==> config.mk <==
export PLATFORM = sky130hd
export DESIGN_NAME = morse_text_codec_unit_flat
export DESIGN_NICKNAME = d
export VERILOG_FILES = /design/src/rtl/mtc_pkg.sv /design/src/rtl/mtc_if.sv /design/src/rtl/morse_text_codec_unit.sv /design/src/rtl/mtc_group.sv /design/src/rtl/mtc_beat_out.sv /design/src/flat_wrapper.sv
export SDC_FILE = /design/constraint.sdc
export NUM_CORES = 1
export LEC_CHECK = 0
export BUFFER_PORTS_ARGS = -buffer_cell sky130_fd_sc_hd__clkbuf_2
export CAP_MARGIN = 30
export CORE_MARGIN = 2
export CORE_UTILIZATION = 60
export DETAILED_ROUTE_END_ITERATION = 12
export PLACE_DENSITY_LB_ADDON = 0.08
export SETUP_SLACK_MARGIN = 0.15
export SYNTH_ARGS = -nofsm -noshare
export SYNTH_HDL_FRONTEND = slang
export SYNTH_SLANG_ARGS = --single-unit
export TNS_END_PERCENT = 10
==> constraint.sdc <==
create_clock -name clock -period 5.8 [get_ports clock]
set_input_delay 1.16 -clock clock [delete_from_list [all_inputs] [get_ports clock]]
set_output_delay 1.16 -clock clock [all_outputs]
set_load 0.02 [all_outputs]
==> src/rtl/mtc_pkg.sv <==
// ----------------------------------------------------------------------------
// Morse text codec package
// Shared types, byte codes and the code table lookups for encode and decode.
// ----------------------------------------------------------------------------
package mtc_pkg;

   // Longest group that the decoder gathers.
   localparam int unsigned MAX_GROUP_LEN = 7;

   // Byte codes used on the streams.
   localparam logic [7:0] SEP_BYTE   = 8'h7C;  // '|'
   localparam logic [7:0] DOT_BYTE   = 8'h2E;  // '.'
   localparam logic [7:0] DASH_BYTE  = 8'h2D;  // '-'
   localparam logic [7:0] SPACE_BYTE = 8'h20;  // ' '
   localparam logic [7:0] BANG_BYTE  = 8'h21;  // '!'
   localparam logic [7:0] NONE_BYTE  = 8'h00;

   // Mode register values.
   localparam logic MODE_ENCODE = 1'b0;
   localparam logic MODE_DECODE = 1'b1;

   // A code group: symbols left aligned, dash = 1, dot = 0, unused bits 0.
   // Single-byte entries (space and '!') are literal and stand as themselves.
   typedef struct packed {
      logic       found;
      logic       lit;
      logic [2:0] len;
      logic [6:0] bits;
   } enc_type;

   typedef struct packed {
      logic       found;
      logic [7:0] ch;
   } dec_type;

   // One pending result burst: nsym symbol beats, then the final beat.
   typedef struct packed {
      logic [2:0] nsym;
      logic [6:0] bits;
      logic       lit;
      logic [7:0] sym_byte;
      logic [7:0] final_byte;
      logic       err;
   } burst_type;

   // Status of the result serializer as seen by the front end.
   typedef struct packed {
      logic busy;
      logic finishing;
   } beat_status_type;

   function automatic enc_type mk_enc(input logic [2:0] len, input logic [6:0] bits);
      enc_type e;
      e.found = 1'b1;
      e.lit   = 1'b0;
      e.len   = len;
      e.bits  = bits;
      return e;
   endfunction

   // Character to code group.
   function automatic enc_type enc_lookup(input logic [7:0] ch);
      enc_type e;
      e = '0;
      case (ch)
         8'h61, 8'h41:  e = mk_enc(3'd2, 7'b0100000);  // a
         8'd165, 8'd164: e = mk_enc(3'd4, 7'b0101000);
         8'h62, 8'h42:  e = mk_enc(3'd4, 7'b1000000);  // b
         8'h63, 8'h43:  e = mk_enc(3'd4, 7'b1010000);  // c
         8'd134, 8'd143: e = mk_enc(3'd5, 7'b1010000);
         8'h64, 8'h44:  e = mk_enc(3'd3, 7'b1000000);  // d
         8'h65, 8'h45:  e = mk_enc(3'd1, 7'b0000000);  // e
         8'd169, 8'd168: e = mk_enc(3'd5, 7'b0010000);
         8'h66, 8'h46:  e = mk_enc(3'd4, 7'b0010000);  // f
         8'h67, 8'h47:  e = mk_enc(3'd3, 7'b1100000);  // g
         8'h68, 8'h48:  e = mk_enc(3'd4, 7'b0000000);  // h
         8'h69, 8'h49:  e = mk_enc(3'd2, 7'b0000000);  // i
         8'h6A, 8'h4A:  e = mk_enc(3'd4, 7'b0111000);  // j
         8'h6B, 8'h4B:  e = mk_enc(3'd3, 7'b1010000);  // k
         8'h6C, 8'h4C:  e = mk_enc(3'd4, 7'b0100000);  // l
         8'd136, 8'd157: e = mk_enc(3'd5, 7'b0100100);
         8'h6D, 8'h4D:  e = mk_enc(3'd2, 7'b1100000);  // m
         8'h6E, 8'h4E:  e = mk_enc(3'd2, 7'b1000000);  // n
         8'd228, 8'd227: e = mk_enc(3'd5, 7'b1101100);
         8'h6F, 8'h4F:  e = mk_enc(3'd3, 7'b1110000);  // o
         8'd162, 8'd224: e = mk_enc(3'd4, 7'b1110000);
         8'h70, 8'h50:  e = mk_enc(3'd4, 7'b0110000);  // p
         8'h71, 8'h51:  e = mk_enc(3'd4, 7'b1101000);  // q
         8'h72, 8'h52:  e = mk_enc(3'd3, 7'b0100000);  // r
         8'h73, 8'h53:  e = mk_enc(3'd3, 7'b0000000);  // s
         8'd152, 8'd151: e = mk_enc(3'd7, 7'b0001000);
         8'h74, 8'h54:  e = mk_enc(3'd1, 7'b1000000);  // t
         8'h75, 8'h55:  e = mk_enc(3'd3, 7'b0010000);  // u
         8'h76, 8'h56:  e = mk_enc(3'd4, 7'b0001000);  // v
         8'h77, 8'h57:  e = mk_enc(3'd3, 7'b0110000);  // w
         8'h78, 8'h58:  e = mk_enc(3'd4, 7'b1001000);  // x
         8'h79, 8'h59:  e = mk_enc(3'd4, 7'b1011000);  // y
         8'h7A, 8'h5A:  e = mk_enc(3'd4, 7'b1100000);  // z
         8'd190, 8'd189: e = mk_enc(3'd5, 7'b1100100);
         8'd171, 8'd141: e = mk_enc(3'd6, 7'b1100100);
         8'h2E:         e = mk_enc(3'd6, 7'b0101010);  // .
         8'h2C:         e = mk_enc(3'd6, 7'b1100110);  // ,
         8'h3F:         e = mk_enc(3'd6, 7'b0011000);  // ?
         8'h3A:         e = mk_enc(3'd6, 7'b1110000);  // :
         8'h2D:         e = mk_enc(3'd6, 7'b1000010);  // -
         8'h30:         e = mk_enc(3'd5, 7'b1111100);
         8'h31:         e = mk_enc(3'd5, 7'b0111100);
         8'h32:         e = mk_enc(3'd5, 7'b0011100);
         8'h33:         e = mk_enc(3'd5, 7'b0001100);
         8'h34:         e = mk_enc(3'd5, 7'b0000100);
         8'h35:         e = mk_enc(3'd5, 7'b0000000);
         8'h36:         e = mk_enc(3'd5, 7'b1000000);
         8'h37:         e = mk_enc(3'd5, 7'b1100000);
         8'h38:         e = mk_enc(3'd5, 7'b1110000);
         8'h39:         e = mk_enc(3'd5, 7'b1111000);
         SPACE_BYTE, BANG_BYTE: begin
            e.found = 1'b1;
            e.lit   = 1'b1;
            e.len   = 3'd1;
            e.bits  = 7'b0000000;
         end
         default:       e = '0;
      endcase
      return e;
   endfunction

   // Dot/dash group to character; capitals share their group with the
   // lower case letter, which is the one returned.
   function automatic dec_type dec_lookup(input logic [2:0] len, input logic [6:0] bits);
      dec_type d;
      d.found = 1'b1;
      d.ch    = NONE_BYTE;
      case ({len, bits})
         {3'd2, 7'b0100000}: d.ch = 8'h61;
         {3'd4, 7'b0101000}: d.ch = 8'd165;
         {3'd4, 7'b1000000}: d.ch = 8'h62;
         {3'd4, 7'b1010000}: d.ch = 8'h63;
         {3'd5, 7'b1010000}: d.ch = 8'd134;
         {3'd3, 7'b1000000}: d.ch = 8'h64;
         {3'd1, 7'b0000000}: d.ch = 8'h65;
         {3'd5, 7'b0010000}: d.ch = 8'd169;
         {3'd4, 7'b0010000}: d.ch = 8'h66;
         {3'd3, 7'b1100000}: d.ch = 8'h67;
         {3'd4, 7'b0000000}: d.ch = 8'h68;
         {3'd2, 7'b0000000}: d.ch = 8'h69;
         {3'd4, 7'b0111000}: d.ch = 8'h6A;
         {3'd3, 7'b1010000}: d.ch = 8'h6B;
         {3'd4, 7'b0100000}: d.ch = 8'h6C;
         {3'd5, 7'b0100100}: d.ch = 8'd136;
         {3'd2, 7'b1100000}: d.ch = 8'h6D;
         {3'd2, 7'b1000000}: d.ch = 8'h6E;
         {3'd5, 7'b1101100}: d.ch = 8'd228;
         {3'd3, 7'b1110000}: d.ch = 8'h6F;
         {3'd4, 7'b1110000}: d.ch = 8'd162;
         {3'd4, 7'b0110000}: d.ch = 8'h70;
         {3'd4, 7'b1101000}: d.ch = 8'h71;
         {3'd3, 7'b0100000}: d.ch = 8'h72;
         {3'd3, 7'b0000000}: d.ch = 8'h73;
         {3'd7, 7'b0001000}: d.ch = 8'd152;
         {3'd1, 7'b1000000}: d.ch = 8'h74;
         {3'd3, 7'b0010000}: d.ch = 8'h75;
         {3'd4, 7'b0001000}: d.ch = 8'h76;
         {3'd3, 7'b0110000}: d.ch = 8'h77;
         {3'd4, 7'b1001000}: d.ch = 8'h78;
         {3'd4, 7'b1011000}: d.ch = 8'h79;
         {3'd4, 7'b1100000}: d.ch = 8'h7A;
         {3'd5, 7'b1100100}: d.ch = 8'd190;
         {3'd6, 7'b1100100}: d.ch = 8'd171;
         {3'd6, 7'b0101010}: d.ch = 8'h2E;
         {3'd6, 7'b1100110}: d.ch = 8'h2C;
         {3'd6, 7'b0011000}: d.ch = 8'h3F;
         {3'd6, 7'b1110000}: d.ch = 8'h3A;
         {3'd6, 7'b1000010}: d.ch = 8'h2D;
         {3'd5, 7'b1111100}: d.ch = 8'h30;
         {3'd5, 7'b0111100}: d.ch = 8'h31;
         {3'd5, 7'b0011100}: d.ch = 8'h32;
         {3'd5, 7'b0001100}: d.ch = 8'h33;
         {3'd5, 7'b0000100}: d.ch = 8'h34;
         {3'd5, 7'b0000000}: d.ch = 8'h35;
         {3'd5, 7'b1000000}: d.ch = 8'h36;
         {3'd5, 7'b1100000}: d.ch = 8'h37;
         {3'd5, 7'b1110000}: d.ch = 8'h38;
         {3'd5, 7'b1111000}: d.ch = 8'h39;
         default:            d.found = 1'b0;
      endcase
      return d;
   endfunction

endpackage

==> src/rtl/mtc_if.sv <==
// ----------------------------------------------------------------------------
// Morse text codec channel interfaces
// Valid/ready channels for the input bytes and the result beats.
// ----------------------------------------------------------------------------

// Input channel: one byte per beat.
interface mtc_req_if;
   logic       valid;
   logic       ready;
   logic [7:0] in_byte;

   modport source (output valid, output in_byte, input ready);
   modport sink (input valid, input in_byte, output ready);
endinterface

// Result channel: one output byte per beat with last and error flags.
interface mtc_rsp_if;
   logic       valid;
   logic       ready;
   logic [7:0] out_byte;
   logic       last;
   logic       error;

   modport source (output valid, output out_byte, output last, output error, input ready);
   modport sink (input valid, input out_byte, input last, input error, output ready);
endinterface

==> src/rtl/morse_text_codec_unit.sv <==
// ----------------------------------------------------------------------------
// Morse text codec unit
// Byte stream Morse encoder and decoder over a fixed character table.
// ----------------------------------------------------------------------------
// Use:
// The req_if channel takes one byte per beat; rsp_if returns result beats of
// out_byte, last and error. The csr port writes the mode bit: 0 encodes each
// character into its dot/dash group followed by '|', 1 gathers bytes into a
// group and decodes it when '|' arrives. Write the mode only while idle.
// A byte that makes a result waits in the input register until the result
// register is free or sending its final beat, and is then loaded into it.
// An encoded character occupies the result channel for its group length
// plus one beats, or one error beat when it has no group; a decoded
// separator takes one beat; a decode byte inside a group makes no beat.
// The result register sends one beat per cycle while the receiver is ready,
// bounding the rate; the input register takes the next byte while a burst
// is still being sent. Reset clears the mode to encode, the pending byte,
// the result burst and the gathered group. When the receiver stalls, the
// current beat holds and the input side fills and then deasserts ready.
// ----------------------------------------------------------------------------
module morse_text_codec_unit (
   input  logic      clock,
   input  logic      reset,
   input  logic      csr_we,
   input  logic      csr_wdata,
   mtc_req_if.sink   req_if,
   mtc_rsp_if.source rsp_if
);

   // Mode register.
   logic mode_ff;
   logic mode_in;

   assign mode_in = csr_we ? csr_wdata : mode_ff;

   always_ff @(posedge clock) begin
      if (reset) begin
         mode_ff <= mtc_pkg::MODE_ENCODE;
      end else begin
         mode_ff <= mode_in;
      end
   end

   // Input register.
   logic       in_valid_ff;
   logic       in_valid_in;
   logic [7:0] in_byte_ff;
   logic [7:0] in_byte_in;
   logic       in_mode_ff;
   logic       in_mode_in;
   logic       accept;
   logic       advance;
   logic       no_res;
   logic       is_sep;

   mtc_pkg::beat_status_type status;

   assign is_sep  = (in_byte_ff == mtc_pkg::SEP_BYTE);
   assign no_res  = (in_mode_ff == mtc_pkg::MODE_DECODE) && !is_sep;
   assign advance = in_valid_ff && (no_res || !status.busy || status.finishing);
   assign req_if.ready = !in_valid_ff || advance;
   assign accept  = req_if.valid && req_if.ready;

   always_comb begin
      in_valid_in = in_valid_ff;
      in_byte_in  = in_byte_ff;
      in_mode_in  = in_mode_ff;
      if (accept) begin
         in_valid_in = 1'b1;
         in_byte_in  = req_if.in_byte;
         in_mode_in  = mode_ff;
      end else if (advance) begin
         in_valid_in = 1'b0;
      end
   end

   always_ff @(posedge clock) begin
      if (reset) begin
         in_valid_ff <= 1'b0;
      end else begin
         in_valid_ff <= in_valid_in;
      end
   end

   always_ff @(posedge clock) begin
      in_byte_ff <= in_byte_in;
      in_mode_ff <= in_mode_in;
   end

   // Decode group.
   mtc_pkg::dec_type match;
   logic             grp_upd;
   logic             grp_clr;

   assign grp_upd = advance && no_res;
   assign grp_clr = advance && (in_mode_ff == mtc_pkg::MODE_DECODE) && is_sep;

   mtc_group u_group (
      .clock   (clock),
      .reset   (reset),
      .upd     (grp_upd),
      .clr     (grp_clr),
      .byte_in (in_byte_ff),
      .match   (match)
   );

   // Build the result burst for the pending byte.
   mtc_pkg::enc_type   enc;
   mtc_pkg::burst_type burst;
   logic               burst_load;

   assign enc        = mtc_pkg::enc_lookup(in_byte_ff);
   assign burst_load = advance && !no_res;

   always_comb begin
      burst.bits     = enc.bits;
      burst.lit      = enc.lit;
      burst.sym_byte = in_byte_ff;
      if (in_mode_ff == mtc_pkg::MODE_ENCODE) begin
         burst.nsym       = enc.found ? enc.len : 3'd0;
         burst.final_byte = mtc_pkg::SEP_BYTE;
         burst.err        = !enc.found;
      end else begin
         burst.nsym       = 3'd0;
         burst.final_byte = match.found ? match.ch : mtc_pkg::NONE_BYTE;
         burst.err        = !match.found;
      end
   end

   // Result serializer.
   mtc_beat_out u_beat_out (
      .clock  (clock),
      .reset  (reset),
      .load   (burst_load),
      .burst  (burst),
      .status (status),
      .rsp_if (rsp_if)
   );

endmodule

==> src/rtl/mtc_group.sv <==
// ----------------------------------------------------------------------------
// Morse text codec group gatherer
// Collects decode-mode bytes into a group and matches it against the table.
// ----------------------------------------------------------------------------
module mtc_group (
   input  logic                 clock,
   input  logic                 reset,
   input  logic                 upd,       // store one byte of the group
   input  logic                 clr,       // separator taken: clear the group
   input  logic [7:0]           byte_in,
   output mtc_pkg::dec_type     match
);

   logic [7:0] grp_ff [mtc_pkg::MAX_GROUP_LEN];
   logic [2:0] len_ff;
   logic [2:0] len_in;
   logic       ovf_ff;
   logic       ovf_in;
   logic       full;

   assign full = (len_ff == 3'(mtc_pkg::MAX_GROUP_LEN));

   // Group length and overflow flag.
   always_comb begin
      len_in = len_ff;
      ovf_in = ovf_ff;
      if (clr) begin
         len_in = '0;
         ovf_in = 1'b0;
      end else if (upd) begin
         if (full) begin
            ovf_in = 1'b1;
         end else begin
            len_in = len_ff + 3'd1;
         end
      end
   end

   always_ff @(posedge clock) begin
      if (reset) begin
         len_ff <= '0;
         ovf_ff <= 1'b0;
      end else begin
         len_ff <= len_in;
         ovf_ff <= ovf_in;
      end
   end

   // Group bytes; only entries below the length are ever read.
   always_ff @(posedge clock) begin
      if (upd && !clr && !full) begin
         grp_ff[len_ff] <= byte_in;
      end
   end

   // Turn the stored bytes into a left-aligned dot/dash pattern.
   logic [6:0]       pat;
   logic             dd_ok;
   logic             lit_ok;
   mtc_pkg::dec_type tab;

   always_comb begin
      pat   = '0;
      dd_ok = 1'b1;
      for (int j = 0; j < mtc_pkg::MAX_GROUP_LEN; j++) begin
         if (3'(j) < len_ff) begin
            pat[6 - j] = (grp_ff[j] == mtc_pkg::DASH_BYTE);
            if (grp_ff[j] != mtc_pkg::DASH_BYTE && grp_ff[j] != mtc_pkg::DOT_BYTE) begin
               dd_ok = 1'b0;
            end
         end
      end
   end

   assign tab    = mtc_pkg::dec_lookup(len_ff, pat);
   assign lit_ok = (len_ff == 3'd1) &&
                   (grp_ff[0] == mtc_pkg::SPACE_BYTE || grp_ff[0] == mtc_pkg::BANG_BYTE);

   // Space and '!' stand for themselves; overflow never matches.
   always_comb begin
      match.found = 1'b0;
      match.ch    = mtc_pkg::NONE_BYTE;
      if (!ovf_ff) begin
         if (lit_ok) begin
            match.found = 1'b1;
            match.ch    = grp_ff[0];
         end else if (dd_ok && tab.found) begin
            match.found = 1'b1;
            match.ch    = tab.ch;
         end
      end
   end

endmodule

==> src/rtl/mtc_beat_out.sv <==
// ----------------------------------------------------------------------------
// Morse text codec result serializer
// Holds one result burst and sends it out one beat per cycle while the receiver is ready.
// ----------------------------------------------------------------------------
module mtc_beat_out (
   input  logic                     clock,
   input  logic                     reset,
   input  logic                     load,
   input  mtc_pkg::burst_type       burst,
   output mtc_pkg::beat_status_type status,
   mtc_rsp_if.source                rsp_if
);

   mtc_pkg::burst_type burst_ff;
   mtc_pkg::burst_type burst_in;
   logic               busy_ff;
   logic               busy_in;
   logic [2:0]         idx_ff;
   logic [2:0]         idx_in;
   logic               is_last;
   logic               take;

   assign is_last = (idx_ff == burst_ff.nsym);
   assign take    = busy_ff && rsp_if.ready;

   // Next burst state: load a new burst or step past the beat just taken.
   always_comb begin
      burst_in = burst_ff;
      busy_in  = busy_ff;
      idx_in   = idx_ff;
      if (load) begin
         burst_in = burst;
         busy_in  = 1'b1;
         idx_in   = '0;
      end else if (take) begin
         if (is_last) begin
            busy_in = 1'b0;
         end else begin
            idx_in        = idx_ff + 3'd1;
            burst_in.bits = {burst_ff.bits[5:0], 1'b0};
         end
      end
   end

   always_ff @(posedge clock) begin
      if (reset) begin
         busy_ff <= 1'b0;
         idx_ff  <= '0;
      end else begin
         busy_ff <= busy_in;
         idx_ff  <= idx_in;
      end
   end

   always_ff @(posedge clock) begin
      burst_ff <= burst_in;
   end

   // Beat payload: symbol beats, then the final beat with the flags.
   always_comb begin
      rsp_if.valid = busy_ff;
      rsp_if.last  = is_last;
      rsp_if.error = is_last && burst_ff.err;
      if (is_last) begin
         rsp_if.out_byte = burst_ff.final_byte;
      end else if (burst_ff.lit) begin
         rsp_if.out_byte = burst_ff.sym_byte;
      end else begin
         rsp_if.out_byte = burst_ff.bits[6] ? mtc_pkg::DASH_BYTE : mtc_pkg::DOT_BYTE;
      end
   end

   assign status.busy      = busy_ff;
   assign status.finishing = take && is_last;

endmodule

==> src/flat_wrapper.sv <==
// flat-port wrapper written by rule: the top's interface ports become plain ports
module morse_text_codec_unit_flat 
  (clock, reset, csr_we, csr_wdata, req_if_valid, req_if_in_byte, req_if_ready, rsp_if_valid, rsp_if_out_byte, rsp_if_last, rsp_if_error, rsp_if_ready);
  mtc_req_if req_if_i ();
  mtc_rsp_if rsp_if_i ();
  input  logic clock;
  input  logic reset;
  input  logic csr_we;
  input  logic csr_wdata;
  input wire logic [$bits(req_if_i.valid)-1:0] req_if_valid;
  input wire logic [$bits(req_if_i.in_byte)-1:0] req_if_in_byte;
  output wire logic [$bits(req_if_i.ready)-1:0] req_if_ready;
  output wire logic [$bits(rsp_if_i.valid)-1:0] rsp_if_valid;
  output wire logic [$bits(rsp_if_i.out_byte)-1:0] rsp_if_out_byte;
  output wire logic [$bits(rsp_if_i.last)-1:0] rsp_if_last;
  output wire logic [$bits(rsp_if_i.error)-1:0] rsp_if_error;
  input wire logic [$bits(rsp_if_i.ready)-1:0] rsp_if_ready;
  assign req_if_i.valid = req_if_valid;
  assign req_if_i.in_byte = req_if_in_byte;
  assign req_if_ready = req_if_i.ready;
  assign rsp_if_valid = rsp_if_i.valid;
  assign rsp_if_out_byte = rsp_if_i.out_byte;
  assign rsp_if_last = rsp_if_i.last;
  assign rsp_if_error = rsp_if_i.error;
  assign rsp_if_i.ready = rsp_if_ready;
  morse_text_codec_unit u_core (.clock(clock), .reset(reset), .csr_we(csr_we), .csr_wdata(csr_wdata), .req_if(req_if_i), .rsp_if(rsp_if_i));
endmodule
* Word level (Yosys, flattened, before mapping) *
Memories as Yosys holds them, arrays and structs flattened. A register that Yosys moved wholly into a read port is not among the register bits.
Index checks and enable logic that the tools add are counted.
W data, S select, Z words.

storage, ports and cells
  memories kept = 2
  output and inout port bits = 12
  bits in registers = 47
  input bits = 14
  bits in writable memories = 56
  memory bits (read-only) = 2,816

cells by class
  magnitude comparators = 7
  add/sub/neg operators = 2
  bitwise logic cells = 5
  equality and inequality tests = 78
  reduce and logical (&&, ||, !) cells = 46
  multiplexer cells = 42

memories
  name                   words  width  read ports  clocked after Yosys merged registers in  write ports  line             RTL
  (name not given)       256    11     1           1                                        0            mtc_pkg.sv:65    case (ch)
  u_core.u_group.grp_ff  7      8      7           0                                        1            mtc_group.sv:14  logic [7:0] grp_ff [mtc_pkg::MAX_GROUP_LEN];

operators by type and width
  cell                    count
  $pmux W8 S50            1
  $eq A10 B10 Y1 const B  36
  $eq A10 B9 Y1 const B   12
  $ne A8 B6 Y1 const B    14
  $eq A8 B6 Y1 const B    9
  $reduce_or A50 Y1       1
  $mux W1                 30
  $mux W7                 4
  $mux W9                 3
  $mux W8                 3
  $logic_and A1 B1 Y1     21
  $eq A10 B8 Y1 const B   2
  $reduce_and A2 Y1       5
  $lt A3 B3 Y1 const A    3
  $eq A8 B7 Y1 const B    1
  $logic_not A1 Y1        8
  $add A3 B1 Y3 const B   2
  $lt A1 B3 Y1 const A    2
  $lt A2 B3 Y1 const A    2
  $reduce_bool A2 Y1      3
  $reduce_or A2 Y1        3
  $not A1 Y1              5
  $logic_or A1 B1 Y1      4
  $eq A3 B1 Y1 const B    1
  5 further kinds         5

* Depth between registers and ports, before layout *
Gate-level depths: netlist of run 1.
An unclocked memory read counts as a cell.

  word-level depth = 23
  mapped depth = 15
  gate-level depth less buffers = 14

* Hierarchy *
A second synthesis of run 1 with hierarchy kept.

unflattened totals
  cell total of the unflattened synthesis = 704
  area, all modules = 7,114.3 µm²

by module, submodules not included
  module                 cells an instance  area an instance (µm²)  instances  sequential area each (µm²)
  mtc_group              304                3,278.1                 1          1,761.7
  morse_text_codec_unit  300                2,411.1                 1          530.5
  mtc_beat_out           100                1,425.1                 1          920.9

* Worst setup path after synthesis of run 1 *
No wires, ideal clock.

  path kind = input to register
  from = input port rsp_if_ready
  to = register u_core.enc[9] (netlist name)
  stages = 13
  arrival time = 3.823 ns
  setup time = 0.137 ns
  slack = 1.839 ns
  data required time = 5.663 ns
  cell sequence = a41oi_1 > a21bo_2 > inv_2 > mux2i_1 > inv_1 > ha_1 > ha_1 > inv_1 > a221o_1 > a311oi_1 > a41o_1 > o32ai_1 > nand4_1

on the way
  longest elaborated chain between the ends = 7

RTL lines
  element                   line                         RTL
  from (decl)               flat_wrapper.sv:17           input wire logic [$bits(rsp_if_i.ready)-1:0] rsp_if_ready;
  $logic_and A1 B1 Y1       mtc_beat_out.sv:24           assign take = busy_ff && rsp_if.ready;
  $logic_and A1 B1 Y1       mtc_beat_out.sv:74           assign status.finishing = take && is_last;
  $logic_or A1 B1 Y1        morse_text_codec_unit.sv:60  assign advance = in_valid_ff && (no_res || !status.busy || status.finishing);
  $logic_and A1 B1 Y1       morse_text_codec_unit.sv:60
  $logic_or A1 B1 Y1        morse_text_codec_unit.sv:61  assign req_if.ready = !in_valid_ff || advance;
  $logic_and A1 B1 Y1       morse_text_codec_unit.sv:62  assign accept = req_if.valid && req_if.ready;
  $mux W8 (no source line)  --

No other way between the ends.
A chain may end at the register's enable or synchronous reset.

* Worst setup path after layout of run 1 *
  from = register u_core.in_byte_ff[7]
  to = register u_core.enc[9] (netlist name)

on the way
  longest elaborated chain between the ends = 9

RTL lines
  element                           line                         RTL
  from (decl)                       morse_text_codec_unit.sv:47  logic [7:0] in_byte_ff;
  from (signal assigned)            morse_text_codec_unit.sv:86  in_byte_ff <= in_byte_in;
  $eq A8 B7 Y1                      morse_text_codec_unit.sv:58  assign is_sep = (in_byte_ff == mtc_pkg::SEP_BYTE);
  $logic_not A1 Y1                  morse_text_codec_unit.sv:59  assign no_res = (in_mode_ff == mtc_pkg::MODE_DECODE) && !is_sep;
  $logic_and A1 B1 Y1               morse_text_codec_unit.sv:59
  $logic_or A1 B1 Y1 (2 in series)  morse_text_codec_unit.sv:60
  $logic_and A1 B1 Y1               morse_text_codec_unit.sv:60
  $logic_or A1 B1 Y1                morse_text_codec_unit.sv:61
  $logic_and A1 B1 Y1               morse_text_codec_unit.sv:62
  $mux W8 (no source line) (*)      --

Every way passes the cells marked *; elsewhere a longest branch is shown, timed or not.

==> results.md, run 1 <==
* Post-place setup slack at 0.785 ns
* Sequential share of the synthesized area at 0.474
* CTS Buf Count at 17
* CTS tree: built
* Post-synth EDFFs at approximately 90
* Clock sinks at about 110
* Period minus WS final at 4.80 ns
* WL final at 20400 um
* Slew headroom at 0.352
* Power share of the combinational group at 0.106
* Worst setup SP type: flop
* Syn. warnings at 0
* Drt pass-1 iters at 6
* Final net count at ~750
* Status: completed
* Final ANT Viol Nets at 0
* DR iter-0 viols at 831
* Clk root buf: clkbuf_8
* Number of placement rows at 38
* GR Overflow Total at 0
* Clock share of power at 0.461
* Post-Syn Area at 0.00672 sq mm
* Post-layout total power at about 2.1 mW
* Largest area contributor in the netlist: edfxtp_1
* Flops & latches, synth at between 100 and 150
* Sw frac at 0.273
* Post-synth ARST share at 0
* RD Place Congestion at 0.967
* Share of cells above drive strength 1 at 0.135
* P&R area growth vs syn at 12.2%
* Syn_nets at slightly above 700
* Maximum vdd drop at 0.295 mV
* RSZ-0062 raised after global routing: no
* Fin crit share at 0.828
* WS Path Type: reg -> reg
* # hold bufs at CTS at 0
* Arrival time worst endpoint at 5.19 ns
* Starting Density at 0.617
* Fillers at 781
* Clock slew seen by the registers of the worst setup and hold paths at about 0.060 ns
* Via count at between 6000 and 7000
* Ports at 26
* DR DRC count at 0
* Cell count after synthesis at 695
* Sequential share of power at 0.434
* HPWL after DPL at 13900 um
* Area contributors post-synth: edfxtp_1 (41%), dfxtp_1 (6.3%), nand2_1 (5.1%), nor2_1 (3.2%), ha_1 (3.0%)
* Die area at around 0.012 sq mm
* Worst endpoint required time at 6.19 ns
* Max Freq at 0.208 GHz
* Fin worst setup slack at 1.00 ns
* Wire per inst at ~24 um
* Synth top area share at 0.411
* # H-tree levels at 4
* PortBufs at 25
* First-pass GRT wire length at 31300 um
* HP Class: reg -> reg
* Post-CTS sizing at 0
* Number of global-route vias before repair at 5589
* Power per cell area at 284 mW/mm^2
* Least-Margin Pin Slew at 0.968 ns
* Max Cap Viol at 0
* CTS Buffer Depth at 2
* Setup Total Neg Slack at 0 ns
* DR vias/cell at 7.04
* Global Route Usage Sum at 0.352
* Largest net degree at the start of global routing at 32
* Synthesized area per cell at 9.66 sq um
* Setup Skew at about 0.0092 ns
* Post-CTS setup buffers at 0
* Die Y at approximately 110 um
* Clk_lat worst skew at 0.53 ns
* Top FF cell, synth: edfxtp_1
* Antenna violations before repair at 0
* NetSw at roughly 0.58 mW
* Setup Viol. Count Final at 0
* Final Max Tran Viols at 0
* Internal Power at about 1.6 mW
* Critical Path Sink Type: flop
* Distinct cells, synth at 82
* Critical-path maximum fanout at 26
* Hold Vio Cnt, Final at 0
* # diodes at 0
* Pleak at 2.71 nW
* Core Area at 0.0109 sq mm
* Die width at between 100 and 150 um
==> synth_stat cells, types with 3 or more instances <==
cell,n
o41ai_1,3
o31ai_1,3
and3_1,5
inv_1,21
nor4_1,10
or3_1,7
or4_1,5
a32oi_1,5
xor2_1,3
nand3_1,33
or2_2,3
edfxtp_1,92
a41oi_1,3
nand4_1,14
xnor2_1,11
mux2i_1,18
o211ai_1,6
a21oi_1,39
a41o_1,3
a311oi_1,5
ha_1,16
o21ai_1,8
nor2_1,57
mux2_2,5
nand2b_1,11
o21ai_0,23
buf_2,6
dfxtp_1,21
a31oi_1,16
clkbuf_1,25
o22ai_1,6
buf_1,3
and2_1,11
nor3b_1,3
nand2_1,91
a22oi_1,3
nor3_1,25
nor2b_1,4
o221ai_1,7
nand4b_1,5
==> routing by layer <==
| layer | wire length [um] | global-route usage | share of wire | up-vias |
|---|---|---|---|---|
| li1 | - | - | - | 2700 |
| met4 | 526 | 0.126 | 0.026 | 0 |
| met2 | 9060 | 0.510 | 0.44 | 489 |
| met5 | 0 | 0 | 0 | - |
| met3 | 2520 | 0.0771 | 0.12 | 65 |
| met1 | 8300 | 0.519 | 0.41 | 2859 |
==> registers in the layout (all words and copies together), names as in the netlist <==
signal                          flops
u_core.mode_ff                      1
u_core.u_group.ovf_ff               1
u_core.in_byte_ff                   8
u_core.u_group.grp_ff              56
u_core.u_beat_out.burst_ff         27
u_core.u_group.len_ff               3
u_core.in_mode_ff                   1
u_core.u_beat_out.idx_ff            3
u_core.in_valid_ff                  1
u_core.enc                         11
u_core.u_beat_out.rsp_if.valid      1
==> final timing paths <==
kind,cells after the start,startpoint,to,slack [ns]
worst min-delay path,0,u_core.enc[10],u_core.u_beat_out.burst_ff[17],0.45
worst max-delay path,14,u_core.in_byte_ff[7],u_core.enc[9],1.0
worst max register to register,14,u_core.in_byte_ff[7],u_core.enc[9],1.0
worst min register to register,0,u_core.enc[10],u_core.u_beat_out.burst_ff[17],0.45
==> power groups by stage <==
stage | clock network, mW | logic (mW) | registers [mW]
5_1_grt | 1.02 | 0.243 | 0.930
3_3_place_gp | 0 | 0.211 | 0.943
6_report | 0.987 | 0.226 | 0.929
3_5_place_dp | 0 | 0.212 | 0.944
4_1_cts | 0.988 | 0.214 | 0.928
2_1_floorplan | 0 | 0.149 | 0.932
==> per-stage QoR <==
| stage | instances | util | cell area [sq um] | hold slack [ns] |
|---|---|---|---|---|
| floorplan | 695 | - | 6720 | 0.386 |
| global placement | 834 | 0.637 | 6930 | 0.392 |
| detailed placement | 834 | 0.637 | 6930 | 0.409 |
| CTS | 866 | 0.689 | 7500 | 0.450 |
| global route | 868 | 0.692 | 7530 | 0.460 |
| finish | 868 | 0.692 | 7530 | 0.455 |
==> critical path, stage by stage, from the launching register on <==
cell and delay, ns:
edfxtp_1 0.66, nand2b_1 0.32, o31ai_2 0.40, a21bo_2 0.38, inv_2 0.30, mux2i_1 0.69
inv_1 0.17, ha_1 0.37, ha_1 0.28, inv_1 0.09, a221o_1 0.10, a311oi_1 0.15
a41o_1 0.25, o32ai_1 0.35, nand4_1 0.13
==> cell families (layout without fill, tap and decap cells) <==
kind of cell,after synthesis,after routing,share of synthesized area
muxes,24,24,0.0373
buffers and inverters,59,92,0.0363
adders and majority gates,16,16,0.0298
xor gates and xnor gates,14,14,0.0183
AOI/OAI and AO/OA,159,159,0.160
DFF,113,113,0.474
and+or+nand+nor,310,310,0.244
==> layout make-up <==
cell class / count / area [sq um] / area share
clock buffer: 17 / 414 / 0.0550
sequential: 113 / 3180 / 0.422
multi-input combinational: 523 / 3290 / 0.436
timing repair buffer: 37 / 235 / 0.0312
inverter: 23 / 86.3 / 0.0115
tap: 140 / 175 / 0.0232
clock inverter: 15 / 153 / 0.0203
==> layout by cell type (no fill, tap or decap), types with 6 or more instances in the layout <==
| master | synthesis | final |
|---|---|---|
| o211ai_1 | 6 | 6 |
| edfxtp_1 | 92 | 92 |
| o21ai_1 | 8 | 8 |
| nand2_1 | 91 | 91 |
| o22ai_1 | 6 | 6 |
| buf_4 | 0 | 10 |
| inv_1 | 21 | 21 |
| nor2_1 | 57 | 57 |
| nand2b_1 | 11 | 11 |
| or3_1 | 7 | 7 |
| clkbuf_16 | 0 | 16 |
| xnor2_1 | 11 | 11 |
| o221ai_1 | 7 | 7 |
| clkbuf_2 | 0 | 25 |
| dfxtp_1 | 21 | 21 |
| o21ai_0 | 23 | 23 |
| nand3_1 | 33 | 33 |
| a21oi_1 | 39 | 39 |
| ha_1 | 16 | 16 |
| nor4_1 | 10 | 10 |
| clkinv_4 | 0 | 6 |
| nor3_1 | 25 | 25 |
| a31oi_1 | 16 | 16 |
| and2_1 | 11 | 11 |
| mux2i_1 | 18 | 18 |
| nand4_1 | 14 | 14 |
(Power assumes the default switching activity.)
==> run 2, diff against run 1 <==
- clock period: 5.8 -> 4.8 ns (I/O delays scaled with it)
==> run 2 against run 1 <==
Against the previous run: flip-flop and latch count unchanged; die area unchanged; clock power increased by 29%; largest power group unchanged; non-clock buffer count increased by 9; final cell count increased by 1.2%; clock-buffer cell count unchanged; critical path depth unchanged; power increased by 24%.
==> results.md, run 2 (synthesis results as in run 1) <==
* Register with the most flip-flops: u_core.u_group.grp_ff
* Ports at 26
* Worst endpoint required time at approximately 5.3 ns
* Via count at about 6000
* CTS Buffer Depth at 2
* CP endpoint: u_core.enc[9]
* Setup Viol. Count Final at 0
* Number of global-route vias before repair at roughly 5700
* DR iter-0 viols at about 1200
* Share of cells above drive strength 1 at 0.145
* RSZ-0062 raised after global routing: no
* Global Route Usage Sum at 0.352
* Period minus WS final at 4.07 ns
* Clock slew seen by the registers of the worst setup and hold paths at 0.06 ns
* P&R area growth vs syn at 13.4%
* Final Max Tran Viols at 0
* Hold Vio Cnt, Final at 0
* Most common cell after layout, fill and taps aside: edfxtp_1
* Final net count at 754
* # hold bufs at CTS at 0
* Largest net degree at the start of global routing at 31
* Number of flip-flops in the largest register at 56
* PortBufs at 25
* Critical-path maximum fanout at 14
* Die area at around 0.012 sq mm
* WS Path Type: reg -> reg
* Clk_lat worst skew at 0.54 ns
* Number of cells after detailed placement at roughly 850
* Worst setup SP type: flop
* Die Y at roughly 110 um
* DR vias/cell at 6.99
* Clk root buf: clkbuf_8
* RD Place Congestion at a little over 1
* GR Overflow Total at 0
* Number of placement rows at 38
* Arrival time worst endpoint at 4.54 ns
* Fin crit share at 0.848
* Critical-path top delay cell: edfxtp_1
* DR DRC count at 0
* Critical Path Start: u_core.in_byte_ff[7]
* First-pass GRT wire length at a little over 30000 um
* Register-to-register setup slack at 0.73 ns
* Ordered cell list for the critical path: nand2b_1 > o31ai_2 > a21bo_2 > inv_2 > mux2i_1 > inv_1 > ha_1 > ha_1 > inv_1 > a221o_1 > a311oi_1 > a41o_1 > o32ai_1 > nand4_1
* Maximum vdd drop at 0.314 mV
* Slew headroom at 0.355
* Die width at 110 um
* FF-to-FF End: u_core.enc[9]
* Clock sinks at roughly 110
* # H-tree levels at 4
* WL final at 20200 um
* Non-Filler Instances at 878
* Post-CTS setup buffers at 0
* Worst R2R Path Depth at 14
* Setup Skew at 0.0111 ns
* Starting Density at 0.617
* Reg-to-reg startpoint: u_core.in_byte_ff[7]
* CTS Buf Count at 17
* Pleak at 2.76 nW
* Most frequent cells in the layout: edfxtp_1 (92), nand2_1 (91), nor2_1 (57), a21oi_1 (39), nand3_1 (33)
* Core Area at 0.0109 sq mm
* Power per cell area at 350 mW/mm^2
* HP Class: reg -> reg
* HPWL after DPL at roughly 14000 um
* Max Freq at 0.246 GHz
* Wire per inst at 23.1 um
* Final ANT Viol Nets at 0
* Critical Path Sink Type: flop
* Antenna violations before repair at 1
* CP peak stage delay at 0.59 ns
* Drt pass-1 iters at 6
* CTS tree: built
* Status: completed
* Post-CTS sizing at 0
* Least-Margin Pin Slew at 0.963 ns
* Setup Total Neg Slack at 0 ns
* Max Cap Viol at 0
[run 2: how the worst min path moves through the flow]
stage / slack (ns) / start / cells past startpoint / to
floorplan: 0.39 / u_core.enc[10] / 0 / u_core.u_beat_out.burst_ff[17]
detailed placement: 0.41 / u_core.enc[10] / 0 / u_core.u_beat_out.burst_ff[17]
global placement: 0.39 / u_core.enc[10] / 0 / u_core.u_beat_out.burst_ff[17]
finish: 0.43 / u_core.enc[10] / 0 / u_core.u_beat_out.burst_ff[17]
global route: 0.43 / u_core.enc[10] / 0 / u_core.u_beat_out.burst_ff[17]
CTS: 0.42 / u_core.enc[10] / 0 / u_core.u_beat_out.burst_ff[17]
[run 2: cell type report]
class / count / area [sq um]
multi-input cells: 523 / 3290
fillers: 802 / 3270
flip-flops and latches: 113 / 3180
clock buffers: 17 / 414
repair buffers: 46 / 280
clock inverters: 15 / 185
well taps: 140 / 175
inverters: 23 / 86.3
diodes: 1 / 2.50
[run 2: layer usage]
| layer | track usage | part of all wire | wire length [um] | vias to the layer above |
|---|---|---|---|---|
| met1 | 0.498 | 0.41 | 8260 | 2911 |
| met4 | 0.109 | 0.021 | 432 | 2 |
| met2 | 0.523 | 0.44 | 9000 | 456 |
| met3 | 0.102 | 0.13 | 2540 | 55 |
| li1 | - | - | - | 2712 |
| met5 | 0 | 0.00059 | 12 | - |
[run 2: critical path, delay by kind of cell, from the launching register on]
kind	cells	cell delay (ns)
adders and majority gates	2	0.68
buffers and inverters	3	0.40
muxes	1	0.18
DFF	1	0.59
and+or+nand+nor	2	0.41
AOI/OAI and AO/OA	6	1.73
[run 2: per-stage QoR]
step                hold slack, ns  total power, mW  instance area (sq um)  worst slack, ns  utilization
floorplan                    0.386             1.31                   6720             1.04            -
global placement             0.389             1.40                   7010            0.796        0.644
detailed placement           0.409             1.40                   7010            0.668        0.644
CTS                          0.423             2.67                   7610            0.786        0.699
global route                 0.430             2.74                   7610            0.536        0.699
finish                       0.426             2.67                   7610            0.728        0.699
[run 2: where the power goes]
group	internal [mW]	total [mW]	switching, mW
logic	0.0933	0.287	0.194
clock network	0.796	1.27	0.471
registers	1.09	1.11	0.0200
==> run 3, diff against run 2 <==
- ABC_AREA: not set -> 1
- clock period: 4.8 -> 4.2 ns (I/O delays scaled with it)
==> run 3 against run 2 <==
Against the previous run: the flow now finishes with violations (DRC); largest cell class unchanged; non-clock buffer count down 11; via count is 8.4% higher; register-to-register slack hardly changed; critical path depth increased by 5; sequential share of layout area fell by 2.2 points.
==> results.md, run 3 <==
* Status: complete, but fails checks
* Violated checks: DRC
* Period minus WS final at 3.47 ns
* RSZ-0062 raised after global routing: no
* Wire per inst at 19.3 um
* Setup Skew at roughly 0.017 ns
* Share of cells above drive strength 1 at 0.160
* Ports at 26
* CP peak stage delay at 0.58 ns
* Sequential share of the synthesized area at 0.445
* Layout Utilization at 0.697
* Post-Syn Area at 0.00715 sq mm
* Worst endpoint required time at approximately 4.5 ns
* WP buf/inv at 3
* GR Overflow Total at 0
* Placed inst area at 0.00742 sq mm
* Most common cell after layout, fill and taps aside: nand2_1
* RD Place Congestion at just under 1
* Arrival time worst endpoint at about 3.8 ns
* Slew headroom at 0.380
* Hold Vio Cnt, Final at 0
* Clk root buf: clkbuf_16
* Count leader, synth: nand2_1
* # diodes at 0
* Die area at 0.0128 sq mm
* Worst hold endpoint: u_core.u_beat_out.burst_ff[17]
* Clock share of power at 0.476
* Post-CTS sizing at 0
* DR vias/cell at between 6 and 7
* PortBufs at 25
* CTS tree: built
* Die width at approximately 110 um
* Setup Viol. Count Final at 0
* HP Class: reg -> reg
* Clock slew seen by the registers of the worst setup and hold paths at 0.06 ns
* Pleak at 3.66 nW
* Sequential share of power at 0.406
* Metal3 WL at 2120 um
* Critical-path top delay cell: edfxtp_1
* Worst setup SP type: flop
* CTS Buffer Depth at 2
* CTS Buf Count at 17
* HPWL after DPL at 14800 um
* First-pass GRT wire length at 33500 um
* Global Route Usage Sum at 0.344
* Syn_nets at 937
* Worst R2R Path Depth at 19
* WHS Path Cells at 0
* Flops & latches, synth at 113
* DR iter-0 viols at 1131
* NetSw at 0.888 mW
* Top cells by count, synth: nand2_1 (251), nor2_1 (117), inv_1 (103)
* Least-Margin Pin Slew at 0.929 ns
* Power per cell area at ~390 mW/mm^2
* Met2 routed WL at 10000 um
* Critical-path maximum fanout at 13
* Clock sinks at 113
* Final net count at between 900 and 1000
* Setup Total Neg Slack at 0 ns
* Number of cells after detailed placement at 1070
* Post-layout total power at about 3.1 mW
* Largest area contributor in the netlist: edfxtp_1
* Final ANT Viol Nets at 0
* Drt pass-1 iters at 10
* P&R area growth vs syn at 12.3%
* DR DRC count at 3
* # H-tree levels at 4
* Final Max Tran Viols at 0
* Ordered cell list for the critical path: inv_1 > nand2_1 > nor2_1 > nand2_1 > a21oi_2 > nand3_4 > nand2_4 > nand2_1 > nand2_1 > inv_1 > ha_1 > inv_1 > ha_1 > nor2_1 > nand2_1 > nand3_1 > nor2_1 > a21oi_1 > nand3_1
* Register-to-register setup slack at between 0.7 and 0.8 ns
* Fillers at between 800 and 900
* Fin crit share at 0.826
* Synth top area share at 0.387
* Max Freq at 0.288 GHz
* FF-to-FF End: u_core.enc[9]
* WS Path Type: reg -> reg
* Post-synth EDFFs at 92
* Clk_lat worst skew at 0.43 ns
* Critical Path Sink Type: flop
* Cell repeated most along the worst path: nand2_1
* Core Area at 0.0115 sq mm
* Non-Filler Instances at 1102
* Internal Power at 2.26 mW
* Hold Slack at 0.439 ns
* Number of placement rows at 39
* Via count at about 6700
* Sw frac at 0.282
* Antenna violations before repair at 0
* Max Cap Viol at 0
* Syn. warnings at 0
* Top Layer Used: met4
* Distinct cells, synth at between 40 and 50
* Number of flip-flops in the largest register at 56
* Largest net degree at the start of global routing at 27
* Maximum vdd drop at 0.338 mV
* CP delay by family, top: simple AND/OR/NAND/NOR gates
* Post-place setup slack at between 0.7 and 0.8 ns
* Hold path start: u_core.enc[10]
* Power share of the combinational group at 0.118
* Area contributors post-synth: edfxtp_1 (39%), nand2_1 (13%), nor2_1 (6.1%), dfxtp_1 (5.9%), inv_1 (5.4%)
* # hold bufs at CTS at 0
* Top FF cell, synth: edfxtp_1
* Reg-to-reg startpoint: u_core.in_byte_ff[1]
* Synthesized area per cell at 7.88 sq um
* Cell count after synthesis at 907
* Most frequent cells in the layout: nand2_1 (251), nor2_1 (117), inv_1 (103), edfxtp_1 (92), nand3_1 (71)
* Register with the most flip-flops: u_core.u_group.grp_ff
* Number of global-route vias before repair at 6379
* Starting Density at 0.620
* WL final at 21300 um
* Post-CTS setup buffers at 0
* Post-route cell area at 0.00803 sq mm
* Die Y at 113 um
* WL met1 at 8540 um
* Post-synth ARST share at 0
* Fin worst setup slack at roughly 0.73 ns
run 3: cell count changes after synthesis, sizes merged, moves of 13 or more:
cell / delta
nand2: +182
inv: +93
nor2: +86
nand3: +52
clkbuf: -22
mux2i: -19
a21oi: -18
nand4: +15
a31oi: -13
run 3: per-layer routing:
layer  global-route usage  vias to the layer above
met2                0.541                      435
li1                     -                     3078
met3               0.0782                       67
met4                0.141                        0
met5                    0                        -
met1                0.464                     3074
run 3: layout make-up:
| type | instances | area, sq um | share of cell area |
|---|---|---|---|
| Timing Repair Buffer | 35 | 198 | 0.0246 |
| Sequential cell | 113 | 3180 | 0.397 |
| Tap cell | 143 | 179 | 0.0223 |
| Multi-Input combinational cell | 661 | 3410 | 0.425 |
| Clock inverter | 15 | 183 | 0.0228 |
| Inverter | 118 | 448 | 0.0558 |
| Clock buffer | 17 | 425 | 0.0530 |
run 3: cells by family (layout without fill, tap and decap cells):
kind of cell,count (synthesis),count (layout),share of synthesized area
compound gates,76,76,0.0615
xor+xnor,4,4,0.00490
fa+ha+maj,16,16,0.0280
buf+inv,133,185,0.0770
flops,113,113,0.445
simple gates,565,565,0.383
run 3: how the worst max path moves through the flow:
stage / depth (start not counted) / from / endpoint / slack, ns
2_1_floorplan: 18 / rsp_if_ready / u_core.enc[9] / 1.10
3_3_place_gp: 18 / rsp_if_ready / u_core.enc[9] / 0.83
3_5_place_dp: 18 / rsp_if_ready / u_core.enc[9] / 0.74
4_1_cts: 19 / u_core.in_byte_ff[1] / u_core.enc[9] / 0.83
5_1_grt: 19 / u_core.in_byte_ff[1] / u_core.enc[9] / 0.49
6_report: 19 / u_core.in_byte_ff[1] / u_core.enc[9] / 0.73
run 3: power groups by stage:
stage / sequential, mW / combinational (mW) / clock, mW
3_5_place_dp: 1.30 / 0.352 / 0
4_1_cts: 1.28 / 0.359 / 1.51
3_3_place_gp: 1.30 / 0.348 / 0
6_report: 1.28 / 0.371 / 1.50
5_1_grt: 1.28 / 0.402 / 1.55
2_1_floorplan: 1.29 / 0.255 / 0
